File: src/sv/sorted_leaf_page_engine_core_macros.svh
// Assertion macros for the sorted leaf page engine.
// Used by the top level and the back part; no dependencies.
`ifndef SORTED_LEAF_PAGE_ENGINE_CORE_MACROS_SVH
`define SORTED_LEAF_PAGE_ENGINE_CORE_MACROS_SVH
`ifndef SYNTHESIS
`define SLP_ASSERT(lbl, clk, rst_n, prop) \
  lbl: assert property (@(posedge clk) disable iff (!rst_n) prop) else $error("slp assertion");
`define SLP_ASSERT_NORST(lbl, clk, prop) \
  lbl: assert property (@(posedge clk) prop) else $error("slp assertion");
`else
`define SLP_ASSERT(lbl, clk, rst_n, prop)
`define SLP_ASSERT_NORST(lbl, clk, prop)
`endif
`endif

File: src/sv/slpe_pkg.sv
// Package for the sorted leaf page engine: payload words, codes and sizes.
// No dependencies.
package slpe_pkg;
  localparam int unsigned Capacity = 32;
  localparam int unsigned IdxW = $clog2(Capacity);
  localparam int unsigned CntW = $clog2(Capacity + 1);
  localparam int unsigned SplitMin = 2;
  localparam int unsigned QDepth = 2;

  typedef enum logic [1:0] {
    ACT_INSERT = 2'd0,
    ACT_LOOKUP = 2'd1,
    ACT_SPLIT  = 2'd2,
    ACT_NONE   = 2'd3
  } action_e;

  typedef enum logic [2:0] {
    ST_IDLE,
    ST_SHIFT,
    ST_SCAN,
    ST_SPLIT,
    ST_SINGLE
  } back_state_e;

  typedef struct packed {
    logic [1:0]         action;
    logic signed [31:0] key;
    logic [30:0]        value_page;
    logic [15:0]        value_slot;
  } in_word_t;

  typedef struct packed {
    logic               ok;
    logic signed [31:0] out_key;
    logic [30:0]        out_page;
    logic [15:0]        out_slot;
    logic [5:0]         entry_count;
    logic               last;
  } out_word_t;

  // classified command from front to back
  typedef struct packed {
    action_e            action;
    logic signed [31:0] key;
    logic [30:0]        value_page;
    logic [15:0]        value_slot;
    logic               refuse;
  } cmd_t;
endpackage

File: src/sv/slpe_outq.sv
// Result queue: two-entry buffer between the back part and the pop side.
// Depends on slpe_pkg.
module slpe_outq (
  input  logic                clk_i,
  input  logic                rst_ni,
  input  logic                wr_i,
  input  slpe_pkg::out_word_t wdata_i,
  output logic                room_o,
  input  logic                pop_i,
  output logic                empty_o,
  output slpe_pkg::out_word_t rdata_o
);
  slpe_pkg::out_word_t buf_q [slpe_pkg::QDepth];
  logic rp_q, wp_q;
  logic [1:0] n_q;
  logic rd, wr;

  assign room_o = n_q < 2'(slpe_pkg::QDepth);
  assign empty_o = (n_q == 2'd0);
  assign rd = pop_i && !empty_o;
  assign wr = wr_i && room_o;
  assign rdata_o = buf_q[rp_q];

  always_ff @(posedge clk_i or negedge rst_ni) begin
    if (!rst_ni) begin
      rp_q <= 1'b0;
      wp_q <= 1'b0;
      n_q  <= '0;
    end else begin
      if (rd) rp_q <= !rp_q;
      if (wr) wp_q <= !wp_q;
      n_q <= n_q + 2'(wr) - 2'(rd);
    end
  end

  always_ff @(posedge clk_i) begin
    if (wr) buf_q[wp_q] <= wdata_i;
  end
endmodule
File: config.mk
export PLATFORM = sky130hd
export DESIGN_NAME = slpe_outq
export DESIGN_NICKNAME = d
export VERILOG_FILES = /design/src/sv/sorted_leaf_page_engine_core_macros.svh /design/src/sv/slpe_pkg.sv /design/src/sv/slpe_outq.sv
export SDC_FILE = /design/constraint.sdc
export NUM_CORES = 1
export LEC_CHECK = 0
export ABC_AREA = 1
export BUFFER_PORTS_ARGS = -buffer_cell sky130_fd_sc_hd__buf_2
export CAP_MARGIN = 15
export CORE_ASPECT_RATIO = 0.5
export CORE_MARGIN = 1
export CORE_UTILIZATION = 52
export DETAILED_ROUTE_END_ITERATION = 16
export GPL_TIMING_DRIVEN = 0
export PLACE_DENSITY = 0.79
export SETUP_SLACK_MARGIN = 0.2
export SLEW_MARGIN = 10
export SYNTH_ARGS = -nofsm -noshare
export SYNTH_HDL_FRONTEND = slang
export SYNTH_SLANG_ARGS = --single-unit
File: constraint.sdc
create_clock -name clk_i -period 5.71 [get_ports clk_i]
set_input_delay 0.2855 -clock clk_i [delete_from_list [all_inputs] [get_ports clk_i]]
set_output_delay 0.2855 -clock clk_i [all_outputs]
set_load 0.02 [all_outputs]
# Yosys cells after proc, flatten, opt, wreduce, memory -nomap -nowiden
# Memories as Yosys holds them, arrays and structs flattened.
# Cells that the tools add are included.
[word_totals]
regBits = 4
latch_bits = 0
ramBits = 174
romBits = 0
inputBits = 91
output_inout_bits = 89
word_cells = 15
mem_count = 1
[classes]
add_sub_neg = 2
mul = 0
div = 0
magnitude_cmp = 1
eq_ne = 0
shifts = 0
n_mux = 2
bitwise = 0
n_reduce_logical = 6
[memory_table]
columns = ["memory", "depth", "word_bits", "rd", "rd_ports_with_merged_regs", "write_ports", "line_no", "source"]
rows = [
  ["buf_q", 2, 87, 1, 0, 1, "slpe_outq.sv:13", "slpe_pkg::out_word_t buf_q [slpe_pkg::QDepth];"],
]
[op_table]
columns = ["cell", "n"]
rows = [
  ["1-bit zero test", 3],
  ["2-bit by 1-bit adder with 2-bit output", 1],
  ["1-bit logical AND", 2],
  ["2-bit zero test", 1],
  ["2-bit less-than comparator (second input constant)", 1],
  ["1-bit 2-to-1 mux", 2],
  ["2-bit by 1-bit subtractor with 2-bit output", 1],
]

# Logic depth before layout (Yosys ltp)
[depth]
word_depth = 4
depth_mapped = 10
mapped_depth_nobuf = 10

# Least setup slack after synthesis
# Ideal clock, no wire load.
[synth_timing]
path_kind = "register to register"
from = "reg n_q[1]"
to = "mem buf_q[0][0] in the netlist's numbering, enable pin"
arrival_ns = 4.349
required_ns = 5.177
slack_ns = 0.828
stages_incl_launch_ff = 4
period_less_slack_ns = 4.882
cell_sequence = "dfrtp_1 inv_1 nand2_1 nor2_1"
[synth_between]
elab_chain_len = 4
[synth_lines]
columns = ["item", "line_no", "source"]
rows = [
  ["start, declared", "slpe_outq.sv:15", "logic [1:0] n_q;"],
  ["start signal, assigned", "slpe_outq.sv:32", "n_q <= n_q + 2'(wr) - 2'(rd);"],
  ["2-bit less-than comparator", "slpe_outq.sv:18", "assign room_o = n_q < 2'(slpe_pkg::QDepth);"],
  ["named net room_o", "slpe_outq.sv:8", "output logic room_o,"],
  ["1-bit logical AND", "slpe_outq.sv:21", "assign wr = wr_i && room_o;"],
  ["1-bit 2-to-1 mux", "slpe_outq.sv:37", "if (wr) buf_q[wp_q] <= wdata_i;"],
  ["1-bit 2-to-1 mux (implied by the code)", "slpe_outq.sv:37", ""],
  ["end, declared", "slpe_outq.sv:13", ""],
]
# The timed path passes the listed nets, and every way through them passes these cells.

# Final worst setup path
[layout_timing]
from = "reg n_q[1]"
to = "mem buf_q[0][40] in the netlist's numbering, enable pin"
[layout_between]
elab_chain_len = 4
[layout_lines]
columns = ["item", "line_no"]
rows = [
  ["2-bit less-than comparator", "slpe_outq.sv:18"],
  ["1-bit logical AND", "slpe_outq.sv:21"],
  ["1-bit 2-to-1 mux", "slpe_outq.sv:37"],
  ["1-bit 2-to-1 mux (implied by the code)", "slpe_outq.sv:37"],
]
# No other way between the ends.

==> run metrics <==
status=finished, final reports clean; Final Instance Area=8360 µm²; cell family with most CP delay=simple AND/OR/NAND/NOR gates; worst-margin pin slew=0.736 ns; Clock transition at path regs=0.07 ns; CTS resizes=0; hold_ws=0.0568 ns; die area=13100 µm²; Seq/Total Area, Yosys=0.813; number of global-route vias before repair=4022; global route overflow=0; Critical Path RT=5.82 ns; clk_lat worst skew=0.41 ns; Worst R2R End=buf_q[0][40]; syn_nets=577; number of DRC markers in iteration 0=282; FF-to-FF path depth=5; post-DP HPWL=8710 µm; global-route wire length before repair=19600 µm; drt total wl=13000 µm; Cell variety after synth=12; root buf cell=clkbuf_16; layout cells sized above 1=0.335; antenna violations before repair=1; critical path's slowest cell=nor2_4; max-cap viol count=0; nature of the critical path endpoint=register; commonest cells after routing, fill and taps aside=271 x nand2_1, 191 x buf_2, 174 x edfxtp_1, 17 x clkbuf_16, 8 x inv_1; Worst EP arrival=2.18 ns; post-layout net count=782; Sink Count=178; final antenna-violating net count=0; TritonCTS clock tree=done; First-pass DRT Iterations=5; Util after Layout=0.694; Tcrit/Tclk final=0.362; Power Total=0.00450 W; Num CTS Buffers=17; Wirelength per Cell=15.0 µm; gpl congestion=0.746; Die Y=81.4 µm; max-slew violations=0; WS Path Type=register to register; Slew HR=0.508; Yosys reg bits=178; initial core utilization=0.544; largest net degree at the start of global routing=26; VDD IR max=0.000261 V; Critical Path, Cell by Cell=inv_1 -> nand2_1 -> nor2_4 -> buf_12 -> buf_16; CP Launch Type=register; HP Class=input pin to register; CP bufs+invs=3; commonest non-fill, non-tap cell in the layout=nand2_1; Vias=4136; diode count=0; Via-to-Cell Ratio=4.77; PD cells=539 nW/µm²; Worst Hold Path EP=buf_q[0][75]; cell row count=28; DP Area=7810 µm²; port bufs=179; Syn Area/Cell=13.5 µm²; post-CTS setup repair buffer count=0; min cycle time layout=2.07 ns; hold path startpoint=wdata_i[75]; Final Hold Fails=0; Hold-fix buffers, CTS=1; Syn. warnings=0; RSZ-0062 raised after global routing=false; DRC viols=0; skew final=0.0103 ns; Syn Inst Count=484; fmax=484 MHz; I/O pin count=180; CP max stage delay=0.62 ns; cell depth of the worst setup path=5; setup violators final=0; Hold Path Depth=1; reg-to-reg startpoint=n_q[1]; CP max FO=23; Max clock buf depth=2; die width=161 µm; Leak Pwr=3.65 nW; core footprint=12100 µm²; H-tree levels=4; Reg2Reg Setup Slack=3.64 ns; P&R area growth vs syn=27.6%; total global-route track usage=0.205; fillers=831; synthesized cell area=6550 µm²
-- synthesized netlist by cell type --
cell type	n	area, µm²
buf_2	12	60.1
dfrtp_1	4	100
inv_4	1	6.26
edfxtp_1	174	5230
nor2_1	2	7.51
inv_1	8	30.0
buf_6	3	33.8
nand2_1	271	1020
ha_1	2	25.0
nand3_1	2	10.0
xor2_1	1	8.76
buf_4	4	30.0
-- state kept, by name, indices dropped and copies added (netlist names) --
name and count:
buf_q 174, n_q 2, rp_q 1, wp_q 1
-- worst reg2reg max path, stage by stage, from the launching register on --
cell,delay [ns]
dfrtp_1,0.38
inv_1,0.11
nand2_1,0.19
nor2_4,0.62
buf_12,0.27
buf_16,0.19
-- through the flow --
step           worst slack [ns]  instances  setup TNS [ns]
4_1_cts                    3.63        867               0
6_report                   3.64        867               0
3_3_place_gp              -1.01        828         -174.80
3_5_place_dp               3.64        834               0
2_1_floorplan             0.828        484               0
5_1_grt                    3.49        867               0
-- per-layer routing --
layer | global-route usage | wire length (µm) | vias up
met4 | 0.0896 | 223 | 0
met3 | 0.0536 | 511 | 18
met5 | 0 | 0 | -
li1 | - | - | 2042
met2 | 0.377 | 6970 | 102
met1 | 0.232 | 5280 | 1974
-- power breakdown --
group / total, W / leakage, nW / switching [W] / internal, W
registers: 0.00180 / 1.65 / 0.0000600 / 0.00174
clock network: 0.00107 / 0.263 / 0.000467 / 0.000600
logic: 0.00164 / 1.74 / 0.00114 / 0.000506
-- cell type report --
type | count | area (µm²) | area share
inverters | 9 | 36.3 | 0.00434
clock inverters | 13 | 111 | 0.0133
well taps | 165 | 206 | 0.0247
multi-input cells | 278 | 1080 | 0.130
repair buffers | 186 | 1040 | 0.125
flip-flops and latches | 178 | 5330 | 0.637
clock buffers | 19 | 433 | 0.0518
plain buffers | 19 | 124 | 0.0148
-- worst max-delay path by stage --
stage | start | endpoint | slack [ns]
global placement | n_q[1] | buf_q[1][48] | -1.01
floorplan | n_q[1] | buf_q[0][0] | 0.83
CTS | n_q[1] | buf_q[1][40] | 3.63
finish | n_q[1] | buf_q[0][40] | 3.64
detailed placement | n_q[1] | buf_q[1][44] | 3.64
global route | n_q[1] | buf_q[0][35] | 3.49
-- logic make-up after synthesis --
group / synth area share
AND/OR/NAND/NOR: 0.158
flip-flops: 0.813
buffers and inverters: 0.0244
adder cells (fa/ha/maj): 0.00382
XOR/XNOR: 0.00134
Power figures use the tool's default switching activity.
