<file path="src/sv/sorted_leaf_page_engine_core_macros.svh">
// Assertion macros for the sorted leaf page engine.
// Used by the top level and the back part; no dependencies.
`ifndef SORTED_LEAF_PAGE_ENGINE_CORE_MACROS_SVH
`define SORTED_LEAF_PAGE_ENGINE_CORE_MACROS_SVH
`ifndef SYNTHESIS
`define SLP_ASSERT(lbl, clk, rst_n, prop) \
  lbl: assert property (@(posedge clk) disable iff (!rst_n) prop) else $error("slp assertion");
`define SLP_ASSERT_NORST(lbl, clk, prop) \
  lbl: assert property (@(posedge clk) prop) else $error("slp assertion");
`else
`define SLP_ASSERT(lbl, clk, rst_n, prop)
`define SLP_ASSERT_NORST(lbl, clk, prop)
`endif
`endif

</file>
<file path="src/sv/slpe_pkg.sv">
// Package for the sorted leaf page engine: payload words, codes and sizes.
// No dependencies.
package slpe_pkg;
  localparam int unsigned Capacity = 32;
  localparam int unsigned IdxW = $clog2(Capacity);
  localparam int unsigned CntW = $clog2(Capacity + 1);
  localparam int unsigned SplitMin = 2;
  localparam int unsigned QDepth = 2;

  typedef enum logic [1:0] {
    ACT_INSERT = 2'd0,
    ACT_LOOKUP = 2'd1,
    ACT_SPLIT  = 2'd2,
    ACT_NONE   = 2'd3
  } action_e;

  typedef enum logic [2:0] {
    ST_IDLE,
    ST_SHIFT,
    ST_SCAN,
    ST_SPLIT,
    ST_SINGLE
  } back_state_e;

  typedef struct packed {
    logic [1:0]         action;
    logic signed [31:0] key;
    logic [30:0]        value_page;
    logic [15:0]        value_slot;
  } in_word_t;

  typedef struct packed {
    logic               ok;
    logic signed [31:0] out_key;
    logic [30:0]        out_page;
    logic [15:0]        out_slot;
    logic [5:0]         entry_count;
    logic               last;
  } out_word_t;

  // classified command from front to back
  typedef struct packed {
    action_e            action;
    logic signed [31:0] key;
    logic [30:0]        value_page;
    logic [15:0]        value_slot;
    logic               refuse;
  } cmd_t;
endpackage

</file>
<file path="src/sv/slpe_front.sv">
// Front part: takes input words, checks the fill limit, holds one command for the back.
// Depends on slpe_pkg.
module slpe_front (
  input  logic              clk_i,
  input  logic              rst_ni,
  input  logic              push_i,
  output logic              full_o,
  input  slpe_pkg::in_word_t in_word_i,
  input  logic [5:0]        max_entries_i,
  input  logic [slpe_pkg::CntW-1:0] count_i,
  input  logic              back_idle_i,
  output logic              cmd_valid_o,
  output slpe_pkg::cmd_t    cmd_o,
  input  logic              cmd_take_i
);
  // one item at a time: count must be settled before classifying
  logic busy_q, busy_d;
  logic [slpe_pkg::CntW-1:0] limit;
  slpe_pkg::cmd_t cmd_q;

  assign limit = (max_entries_i > 6'(slpe_pkg::Capacity)) ?
                 slpe_pkg::CntW'(slpe_pkg::Capacity) : slpe_pkg::CntW'(max_entries_i);
  assign full_o = busy_q || !back_idle_i;

  always_comb begin
    busy_d = busy_q;
    if (push_i && !full_o) busy_d = 1'b1;
    else if (cmd_take_i) busy_d = 1'b0;
  end

  always_ff @(posedge clk_i or negedge rst_ni) begin
    if (!rst_ni) begin
      busy_q <= 1'b0;
    end else begin
      busy_q <= busy_d;
    end
  end

  always_ff @(posedge clk_i) begin
    if (push_i && !full_o) begin
      cmd_q.action     <= slpe_pkg::action_e'(in_word_i.action);
      cmd_q.key        <= in_word_i.key;
      cmd_q.value_page <= in_word_i.value_page;
      cmd_q.value_slot <= in_word_i.value_slot;
      cmd_q.refuse     <= (count_i >= limit);
    end
  end

  assign cmd_valid_o = busy_q;
  assign cmd_o = cmd_q;
endmodule

</file>
<file path="config.mk">
export PLATFORM = sky130hd
export DESIGN_NAME = slpe_front
export DESIGN_NICKNAME = d
export VERILOG_FILES = /design/src/sv/sorted_leaf_page_engine_core_macros.svh /design/src/sv/slpe_pkg.sv /design/src/sv/slpe_front.sv
export SDC_FILE = /design/constraint.sdc
export NUM_CORES = 1
export LEC_CHECK = 0
export BUFFER_PORTS_ARGS = -buffer_cell sky130_fd_sc_hd__buf_2
export CAP_MARGIN = 30
export CORE_ASPECT_RATIO = 0.7
export CORE_UTILIZATION = 46
export CTS_BUF_LIST = sky130_fd_sc_hd__clkbuf_8
export CTS_CLUSTER_SIZE = 25
export DETAILED_ROUTE_END_ITERATION = 12
export PLACE_DENSITY_LB_ADDON = 0.05
export SYNTH_ARGS = -nofsm -noshare
export SYNTH_HDL_FRONTEND = slang
export SYNTH_SLANG_ARGS = --single-unit
</file>
<file path="constraint.sdc">
create_clock -name clk_i -period 9.95 [get_ports clk_i]
set_input_delay 1.4925 -clock clk_i [delete_from_list [all_inputs] [get_ports clk_i]]
set_output_delay 1.4925 -clock clk_i [all_outputs]
set_load 0.03 [all_outputs]
</file>
# Word-level counts from Yosys, hierarchy flattened
# Cells that the tools add are included.
totals:
  input_bits: 98
  register_bits: 83
classes:
  n_reduce_logical: 5
  n_lt_le_gt_ge: 2
  mux: 3
ops:
  columns: ["operator", "n"]
  rows:
  - ["6-bit >= comparator", 1]
  - ["6-bit > comparator, second input constant", 1]
  - ["6-bit two-way mux", 1]
  - ["1-bit zero test", 2]
  - ["1-bit two-way mux", 2]
  - ["2-bit nonzero test", 1]
  - ["1-bit logical AND", 1]
  - ["1-bit logical OR", 1]

# Longest topological paths before layout
# Gate-level depths: netlist of the first run.
logic_depth:
  depth_word: 5
  ltp_mapped: 5
  depth_no_buf: 5

# Worst setup path after synthesis of the first run
# OpenSTA, ideal clock, no wires.
synth_path:
  path_type: "in2reg"
  from: "input push_i"
  to: "register cmd_q, in the netlist cmd_o[0] (enable)"
  n_path_buf: 0
  arrival_ns: 4.990
  path_stages: 2
  slack_ns: 4.436
  setup_ns: 0.524
  required_ns: 9.426
  path_cell_list: "nand2_1 -> nor2_1"
synth_via:
  elab_chain_cells: 1
synth_lines:
  columns: ["element", "line_no", "rtl"]
  rows:
  - ["from (decl)", "slpe_front.sv:6", "input logic push_i,"]
  - ["1-bit logical AND", "slpe_front.sv:40", "if (push_i && !full_o) begin"]
  - ["to (decl)", "slpe_front.sv:19", "slpe_pkg::cmd_t cmd_q;"]
# Every way passes these cells.
# A chain may end at the register's enable or synchronous reset.

# Worst setup path in the final report of the first run
layout_path:
  from: "input back_idle_i"
  to: "output full_o"
layout_via:
  elab_chain_cells: 2
layout_lines:
  columns: ["element", "line_no", "rtl"]
  rows:
  - ["from (decl)", "slpe_front.sv:11", "input logic back_idle_i,"]
  - ["1-bit zero test", "slpe_front.sv:23", "assign full_o = busy_q || !back_idle_i;"]
  - ["1-bit logical OR", "slpe_front.sv:23", null]
  - ["to (decl)", "slpe_front.sv:7", "output logic full_o,"]
# Every way passes these cells.

==> results of run 1 <==
## worst paths after layout
check                                 start          end  slack (ns)  cells past startpoint
worst min-delay path            cmd_valid_o  cmd_valid_o        0.58                      1
min in group asynchronous            rst_ni  cmd_valid_o        0.93                      1
worst max register to register  cmd_valid_o    cmd_o[48]        7.87                      2
max in group asynchronous            rst_ni  cmd_valid_o        8.93                      1
worst max-delay path            back_idle_i       full_o        6.61                      3
worst min register to register  cmd_valid_o  cmd_valid_o        0.58                      1
## power by group
part,internal (mW),switching (mW)
Combinational,0.0256,0.0484
Clock,0.139,0.104
Sequential,0.402,0.00353
Total,0.566,0.156
## synthesized netlist by cell type, drive strengths merged
master | instances | area share (%)
edfxtp | 82 | 93
ha | 6 | 2.8
nand2 | 6 | 0.85
a21oi | 3 | 0.57
inv | 2 | 0.28
nand2b | 2 | 0.47
dfrtp | 1 | 0.94
mux2i | 1 | 0.38
nand4 | 1 | 0.24
nor2 | 1 | 0.14
nor2b | 1 | 0.24
o221ai | 1 | 0.33
## sequential cells by signal, summed over array words and instances (netlist names)
signal	cells
cmd_valid_o	1
cmd_o	82
## layer usage
metal	global-route usage, %	vias up	wire, um
met5	0	-	0
met4	4.04	0	34
met3	9.95	4	660
met2	28.5	102	2570
met1	18.1	749	1870
li1	-	806	-
## area by class of cell
cell class | instances | area, um2 | share of cell area [%]
timing repair buffer | 182 | 913 | 23.6
sequential | 83 | 2490 | 64.2
tap | 72 | 90.1 | 2.33
clock buffer | 9 | 124 | 3.20
inverter | 2 | 7.51 | 0.194
multi-input combinational | 22 | 168 | 4.33
clock inverter | 6 | 82.6 | 2.13
## logic make-up after synthesis
logic type               count (synthesis)  synth area share (%)
buffers and inverters                    2                 0.283
multiplexers                             1                 0.377
adder cells (fa/ha/maj)                  6                  2.83
flip-flops                              83                  93.7
AND/OR/NAND/NOR                         11                  1.93
AO/OA/AOI/OAI                            4                 0.895
## worst max-delay path, cell delays in order
cell      delay [ns]
buf_2           0.10
nand2b_1        0.06
buf_2           0.19
## stage by stage
step                      setup WS (ns)  instances  hold WS, ns
after floorplan                    4.44        107        0.687
after global placement             6.62        361        0.556
after detailed placement           6.61        361        0.566
after CTS                          6.61        376        0.582
after global routing               6.60        376        0.597
final                              6.61        376        0.577
==> impl_metrics.csv, run 1 <==
group,metric,value,unit
clock_network,cts_tree,"yes",
layout,nets,404,
yosys,synth_area,2660,um2
min_path,hold_class,"reg -> reg",
clock_network,cts_root_buf,"clkbuf_8",
die,die_height,65.6,um
pwr,cellLeakagePower,1.69,nW
critical_path,critPathLaunchType,"input pin",
layout,syn_to_final_growth,45.9,%
die,io_pins,182,
timing,finalSetupTns,0,ns
route,drt_iter0_drc,57,
timing,rsz0062_at_grt,"no",
timing,finalCritPeriodShare,33.6,%
place,dp_hpwl,3950,um
timing,period_needed,3.34,ns
layout,drive_above_1_share,64.8,%
die,coreArea,5400,um2
grt,antenna_found_initial,0,
critical_path,critPathArrivalTime,1.85,ns
critical_path,critical_path_class,"in -> out",
clock_network,htree_levels,3,
layout,diodes,0,
layout,fill_cells,404,
grt,gr-total-overflow,0,
yosys,synth.distinct_cells,12,
die,rows,22,
layout,final_common_cell,"buf_2",
yosys,seq_area_frac_synth,93.7,%
pwr,p_total,722,uW
outcome,status,"complete, no violations",
clock_network,cts.clk_slew.worst_paths,0.07,ns
grt,grt_max_degree,57,
timing,max_freq,300,MHz
route,vias,1661,
timing,skew,0.00517,ns
route,avgRoutedWirePerCell,13.7,um
yosys,yosysWarningCount,0,
route,viasPerCell,4.42,
layout,utilization,71.8,%
timing,maxSlewViolCount,0,
clock_network,cts.sinks,83,
clock_network,clockBufferDepth,2,
die,initial_utilization,49.2,%
clock_network,clock_latency,0.32,ns
layout,layout_common_cells,"buf_2 (181), edfxtp_1 (82), clkbuf_8 (9)",
clock_network,cts_buffers,9,
run,cap_violations,0,
clock_network,post_cts_buffers,0,
die,die_area,6080,um2
critical_path,cp.required,8.46,ns
timing,hold_violations,0,
yosys,syn_area_per_cell,24.8,um2
grt,grt_usage,16.8,%
clock_network,holdBufCountCts,0,
critical_path,cp-end-kind,"output port",
critical_path,worstPathMaxFanout,2,
route,first_pass_iters,4,
timing,finalSetupViolations,0,
pwr,vdd_drop_max,116,uV
grt,grt_pass1_vias,1515,
place,place_congestion,0.698,
yosys,ys_seq_elements,83,
place,portBuffers,181,
route,ant_nets,0,
route,wl,5140,um
timing,worstMarginPinSlew,0.701,ns
die,die_w,92.8,um
clock_network,cts_resized,0,
yosys,synthCells,107,
grt,grt_pass1_wl,7250,um
route,drc,0,
timing,maxSlewHeadroom,53.2,%
layout,design_area,3870,um2
place,placed_cell_area,3670,um2
yosys,syn_nets,211,
pwr,p_per_area,186,nW/um2
(Power assumes the default switching activity.)
==> inputs of run 2 (changes only) <==
--- a/config.mk
+++ b/config.mk
@@ -8,7 +8,7 @@
 export BUFFER_PORTS_ARGS = -buffer_cell sky130_fd_sc_hd__buf_2
 export CAP_MARGIN = 30
 export CORE_ASPECT_RATIO = 0.7
-export CORE_UTILIZATION = 46
+export CORE_UTILIZATION = 42
 export CTS_BUF_LIST = sky130_fd_sc_hd__clkbuf_8
 export CTS_CLUSTER_SIZE = 25
 export DETAILED_ROUTE_END_ITERATION = 12
==> constraint.sdc (replaced) <==
create_clock -name clk_i -period 3.43 [get_ports clk_i]
set_input_delay 0.5145 -clock clk_i [delete_from_list [all_inputs] [get_ports clk_i]]
set_output_delay 0.5145 -clock clk_i [all_outputs]
set_load 0.03 [all_outputs]
==> run 2 against run 1 <==
Clock power rose to 3.1 times the previous value. Clock skew increased by 0.0020 ns. Combinational power grew to 3.0 times the previous value. Total power grew to 3.0 times the previous value. Flip-flop and latch count unchanged. First-iteration DRC count decreased by 28%. Critical endpoint is now cmd_o[32]. Cell count up 1.6%. Setup slack got worse by 5.0 ns.
==> impl_metrics.csv, run 2 (synthesized netlist as in run 1, its figures left out) <==
group,metric,value,unit
timing,finalSetupTns,0,ns
clock_network,cts_tree,"yes",
clock_network,cts_buffers,9,
timing,maxSlewHeadroom,43.7,%
pwr,switching_share,22.7,%
critical_path,cp_top_family,"simple AND/OR/NAND/NOR gates",
pwr,power_frac_comb,10.3,%
clock_network,cts.clk_slew.worst_paths,0.08,ns
die,die_w,97.0,um
grt,antenna_found_initial,0,
die,initial_utilization,45.0,%
layout,largest_reg_flops,82,
run,cap_violations,0,
critical_path,critPathArrivalTime,1.84,ns
timing,holdWs,0.345,ns
route,first_pass_iters,4,
route,avgRoutedWirePerCell,14.7,um
grt,grt_max_degree,37,
layout,drive_above_1_share,64.5,%
critical_path,worstPathMaxFanout,30,
place,place_congestion,0.714,
die,coreArea,5900,um2
route,ant_nets,0,
clock_network,cts.sinks,83,
timing,hold_violations,0,
route,viasPerCell,4.41,
grt,grt_pass1_wl,7800,um
pwr,power.switching,485,uW
die,die_height,68.5,um
layout,syn_to_final_growth,47.5,%
pwr,p_clk_share,34.6,%
pwr,pwr-share-seq,55.1,%
critical_path,cpMaxStageDelayCell,"nor2_4",
pwr,vdd_drop_max,257,uV
route,vias,1683,
layout,layout_common_cells,"buf_2 (181), edfxtp_1 (82), clkbuf_8 (9)",
die,io_pins,182,
clock_network,cts_root_buf,"clkbuf_8",
critical_path,path_buf_inv,1,
pwr,p_per_area,546,nW/um2
grt,grt_usage,16.3,%
timing,max_freq,550,MHz
clock_network,holdBufCountCts,1,
critical_path,critical-path-max-stage-delay,0.68,ns
timing,finalCritPeriodShare,53.0,%
pwr,p_total,2.14,mW
clock_network,clockBufferDepth,2,
layout,diodes,0,
die,die_area,6650,um2
clock_network,cts_resized,0,
timing,worstMarginPinSlew,0.843,ns
grt,grt_pass1_vias,1547,
critical_path,critPathLaunchType,"flop",
outcome,status,"complete, no violations",
critical_path,cp.required,3.46,ns
timing,maxSlewViolCount,0,
grt,gr-total-overflow,0,
timing,rsz0062_at_grt,"no",
critical_path,cp_cell_sequence,"nor2_4 > buf_4",
min_path,hold_class,"in -> reg",
layout,final_common_cell,"buf_2",
route,drc,0,
die,rows,23,
clock_network,post_cts_buffers,0,
pwr,intPower,1.65,mW
timing,period_needed,1.82,ns
route,drt_iter0_drc,41,
clock_network,htree_levels,3,
critical_path,critical_path_class,"reg -> reg",
pwr,cellLeakagePower,1.69,nW
timing,finalSetupViolations,0,
timing,skew,0.00717,ns
place,portBuffers,181,
clock_network,clock_latency,0.34,ns
critical_path,cp-end-kind,"flop",
route,wl,5600,um
layout,nets,406,
-- run 2: changes by cell type in the layout (fill, tap and decap cells not counted) --
cell,delta
clkinv_2,-2
inv_1,-1
buf_12,+1
inv_6,+1
clkinv_4,-1
clkinv_1,+2
dlygate4sd3_1,+1
clkinvlp_4,+2
-- run 2: worst reg2reg max path: stages, from the launching register on --
cell and delay, ns:
dfrtp_1 0.44, nor2_4 0.68, buf_4 0.39
-- run 2: worst paths after layout --
| kind | end | start | cells after the start | slack (ns) |
|---|---|---|---|---|
| max reg2reg | cmd_o[32] | cmd_valid_o | 2 | 1.61 |
| max | cmd_o[32] | cmd_valid_o | 2 | 1.61 |
| max in group asynchronous | cmd_valid_o | rst_ni | 2 | 2.87 |
| min in group asynchronous | cmd_valid_o | rst_ni | 2 | 0.48 |
| min | cmd_valid_o | cmd_take_i | 2 | 0.35 |
| min reg2reg | cmd_valid_o | cmd_valid_o | 1 | 0.57 |
-- run 2: power groups by stage --
stage	Clock [mW]	Sequential, mW	Combinational, mW
final	0.739	1.18	0.221
after global routing	0.802	1.18	0.237
after CTS	0.761	1.18	0.223
after detailed placement	0	1.20	0.222
after global placement	0	1.20	0.220
after floorplan	0	1.29	0.0322
-- run 2: layout make-up --
class | count | area (um2)
clock buffers | 9 | 124
inverters | 2 | 7.51
flip-flops and latches | 83 | 2490
repair buffers | 184 | 943
multi-input cells | 22 | 168
clock inverters | 7 | 91.3
well taps | 75 | 93.8
fillers | 441 | 1980
-- run 2: routing by layer --
metal	GRT usage, %	wire length, um	vias up
li1	-	-	813
met4	5.04	14	0
met3	10.1	680	2
met1	18.5	2150	755
met2	26.1	2760	113
met5	0	0	-
-- run 2: metrics by stage --
stage          instance area, um2  util (%)  worst slack (ns)  cells
2_1_floorplan                2660         -             0.292    107
3_3_place_gp                 3690      62.5              1.36    365
3_5_place_dp                 3690      62.5              1.34    365
4_1_cts                      3920      66.4              1.57    382
5_1_grt                      3920      66.4              1.46    382
6_report                     3920      66.4              1.61    382
==> inputs of run 3 (changes only) <==
==> constraint.sdc (replaced) <==
create_clock -name clk_i -period 1.7 [get_ports clk_i]
set_input_delay 0.255 -clock clk_i [delete_from_list [all_inputs] [get_ports clk_i]]
set_output_delay 0.255 -clock clk_i [all_outputs]
set_load 0.03 [all_outputs]
==> run 3 against run 2 <==
Non-clock buffer count unchanged. Setup slack worse by 1.3 ns. Die area unchanged. Critical endpoint is now full_o. Largest cell class unchanged. Highest routed layer unchanged.
==> impl_metrics.csv, run 3 (synthesized netlist as in run 1, its figures left out) <==
group,metric,value,unit
outcome,status,"complete, no violations",
grt,grt_usage,16.0,%
pwr,intPower,3.19,mW
grt,antenna_found_initial,0,
die,die_height,68.5,um
clock_network,clock_latency,0.34,ns
critical_path,crit_end,"full_o",
route,drc,0,
timing,skew,0.00809,ns
pwr,power.switching,978,uW
place,portBuffers,181,
die,io_pins,182,
pwr,p_per_area,1070,nW/um2
timing,finalSetupTns,0,ns
critical_path,r2r_slack,0.52,ns
layout,nets,406,
critical_path,critical_path_class,"reg -> out",
layout,diodes,0,
pwr,pwr-share-seq,57.0,%
route,viasPerCell,4.38,
grt,grt_max_degree,45,
grt,grt_pass1_vias,1537,
critical_path,critPathArrivalTime,1.11,ns
timing,max_freq,734,MHz
layout,layout_common_cells,"buf_2 (181), edfxtp_1 (82), clkbuf_8 (9)",
pwr,vdd_drop_max,691,uV
clock_network,clockBufferDepth,2,
route,wl,5460,um
timing,finalSetupViolations,0,
timing,maxSlewHeadroom,84.5,%
die,die_w,97.0,um
route,vias,1673,
clock_network,post_cts_buffers,0,
place,dp_hpwl,4130,um
pwr,p_clk_share,32.3,%
critical_path,worstReg2RegEnd,"cmd_o[70]",
timing,hold_violations,0,
route,first_pass_iters,4,
timing,worstMarginPinSlew,0.232,ns
die,rows,23,
critical_path,cp.required,1.44,ns
critical_path,worstPathMaxFanout,4,
route,ant_nets,0,
min_path,hold_class,"in -> reg",
grt,grt_pass1_wl,7530,um
grt,gr-total-overflow,0,
pwr,cellLeakagePower,1.69,nW
pwr,p_total,4.16,mW
critical_path,rr_worst_depth,2,
critical_path,critPathLaunchType,"flop",
clock_network,htree_levels,3,
layout,syn_to_final_growth,47.1,%
critical_path,crit_path_start,"cmd_valid_o",
clock_network,cts_buffers,9,
critical_path,cpMaxStageDelayCell,"dfrtp_2",
critical_path,cp_cell_sequence,"nand2b_1 > buf_2",
die,coreArea,5900,um2
timing,maxSlewViolCount,0,
critical_path,cp-end-kind,"output port",
clock_network,cts.clk_slew.worst_paths,0.08,ns
layout,final_common_cell,"buf_2",
clock_network,cts_tree,"yes",
timing,period_needed,1.36,ns
run,cap_violations,0,
critical_path,reg2reg_from,"cmd_valid_o",
critical_path,critical-path-max-stage-delay,0.45,ns
pwr,power_frac_comb,10.7,%
layout,largest_reg_flops,82,
clock_network,cts_root_buf,"clkbuf_8",
route,drt_iter0_drc,39,
die,die_area,6650,um2
route,avgRoutedWirePerCell,14.3,um
place,place_congestion,0.683,
timing,rsz0062_at_grt,"no",
timing,finalCritPeriodShare,80.1,%
pwr,switching_share,23.5,%
die,initial_utilization,45.0,%
layout,drive_above_1_share,64.8,%
clock_network,cts.sinks,83,
run 3: changes by cell type in the layout (fill, tap and decap cells not counted), sizes merged:
cell | previous run | this run
clkinv | 2 | 4
bufinv | 2 | 1
clkinvlp | 2 | 1
run 3: worst min path at each step:
stage	from	end	slack (ns)	cells after the start
2_1_floorplan	rst_ni	cmd_valid_o	-0.04	0
3_3_place_gp	rst_ni	cmd_valid_o	0.03	1
3_5_place_dp	rst_ni	cmd_valid_o	0.03	1
4_1_cts	in_word_i[49]	cmd_o[50]	0.06	1
5_1_grt	in_word_i[57]	cmd_o[58]	0.04	1
6_report	in_word_i[54]	cmd_o[55]	0.08	1
run 3: power by group through the flow:
| stage | Clock [mW] | Combinational [mW] | Sequential, mW |
|---|---|---|---|
| floorplan | 0 | 0.0661 | 2.60 |
| global placement | 0 | 0.446 | 2.42 |
| detailed placement | 0 | 0.451 | 2.42 |
| CTS | 1.39 | 0.453 | 2.37 |
| global route | 1.47 | 0.477 | 2.38 |
| finish | 1.34 | 0.447 | 2.37 |
run 3: metrics by stage:
step | std cells | util, % | instance area (um2) | setup WS, ns | hold slack [ns]
2_1_floorplan | 107 | - | 2660 | -0.441 | -0.0406
3_3_place_gp | 365 | 62.8 | 3700 | 0.281 | 0.0317
3_5_place_dp | 365 | 62.8 | 3700 | 0.262 | 0.0319
4_1_cts | 382 | 66.2 | 3910 | 0.319 | 0.0593
5_1_grt | 382 | 66.2 | 3910 | 0.286 | 0.0447
6_report | 382 | 66.2 | 3910 | 0.338 | 0.0775
run 3: timing repair:
| action | in CTS | in global routing |
|---|---|---|
| hold endpoints to repair | 1 | 0 |
| resized for setup | 0 | 0 |
| hold buffers | 1 | 0 |
run 3: critical path, delay by kind of cell (launching register included):
kind          cells  cell delay [ns]
flops             1             0.45
buf+inv           1             0.17
simple gates      1             0.15
run 3: area by class of cell:
class	count	area (um2)
sequential	83	2490
multi-input combinational	22	168
clock inverter	7	67.6
inverter	2	7.51
clock buffer	9	124
timing repair buffer	184	956
fill	452	1990
tap	75	93.8
run 3: layer usage:
metal  up-vias  GRT usage [%]  wire length, um
met5         -              0                0
met4         0           5.04               27
met3         2           11.1              745
met2       109           26.4             2680
met1       751           16.7             2010
li1        811              -                -
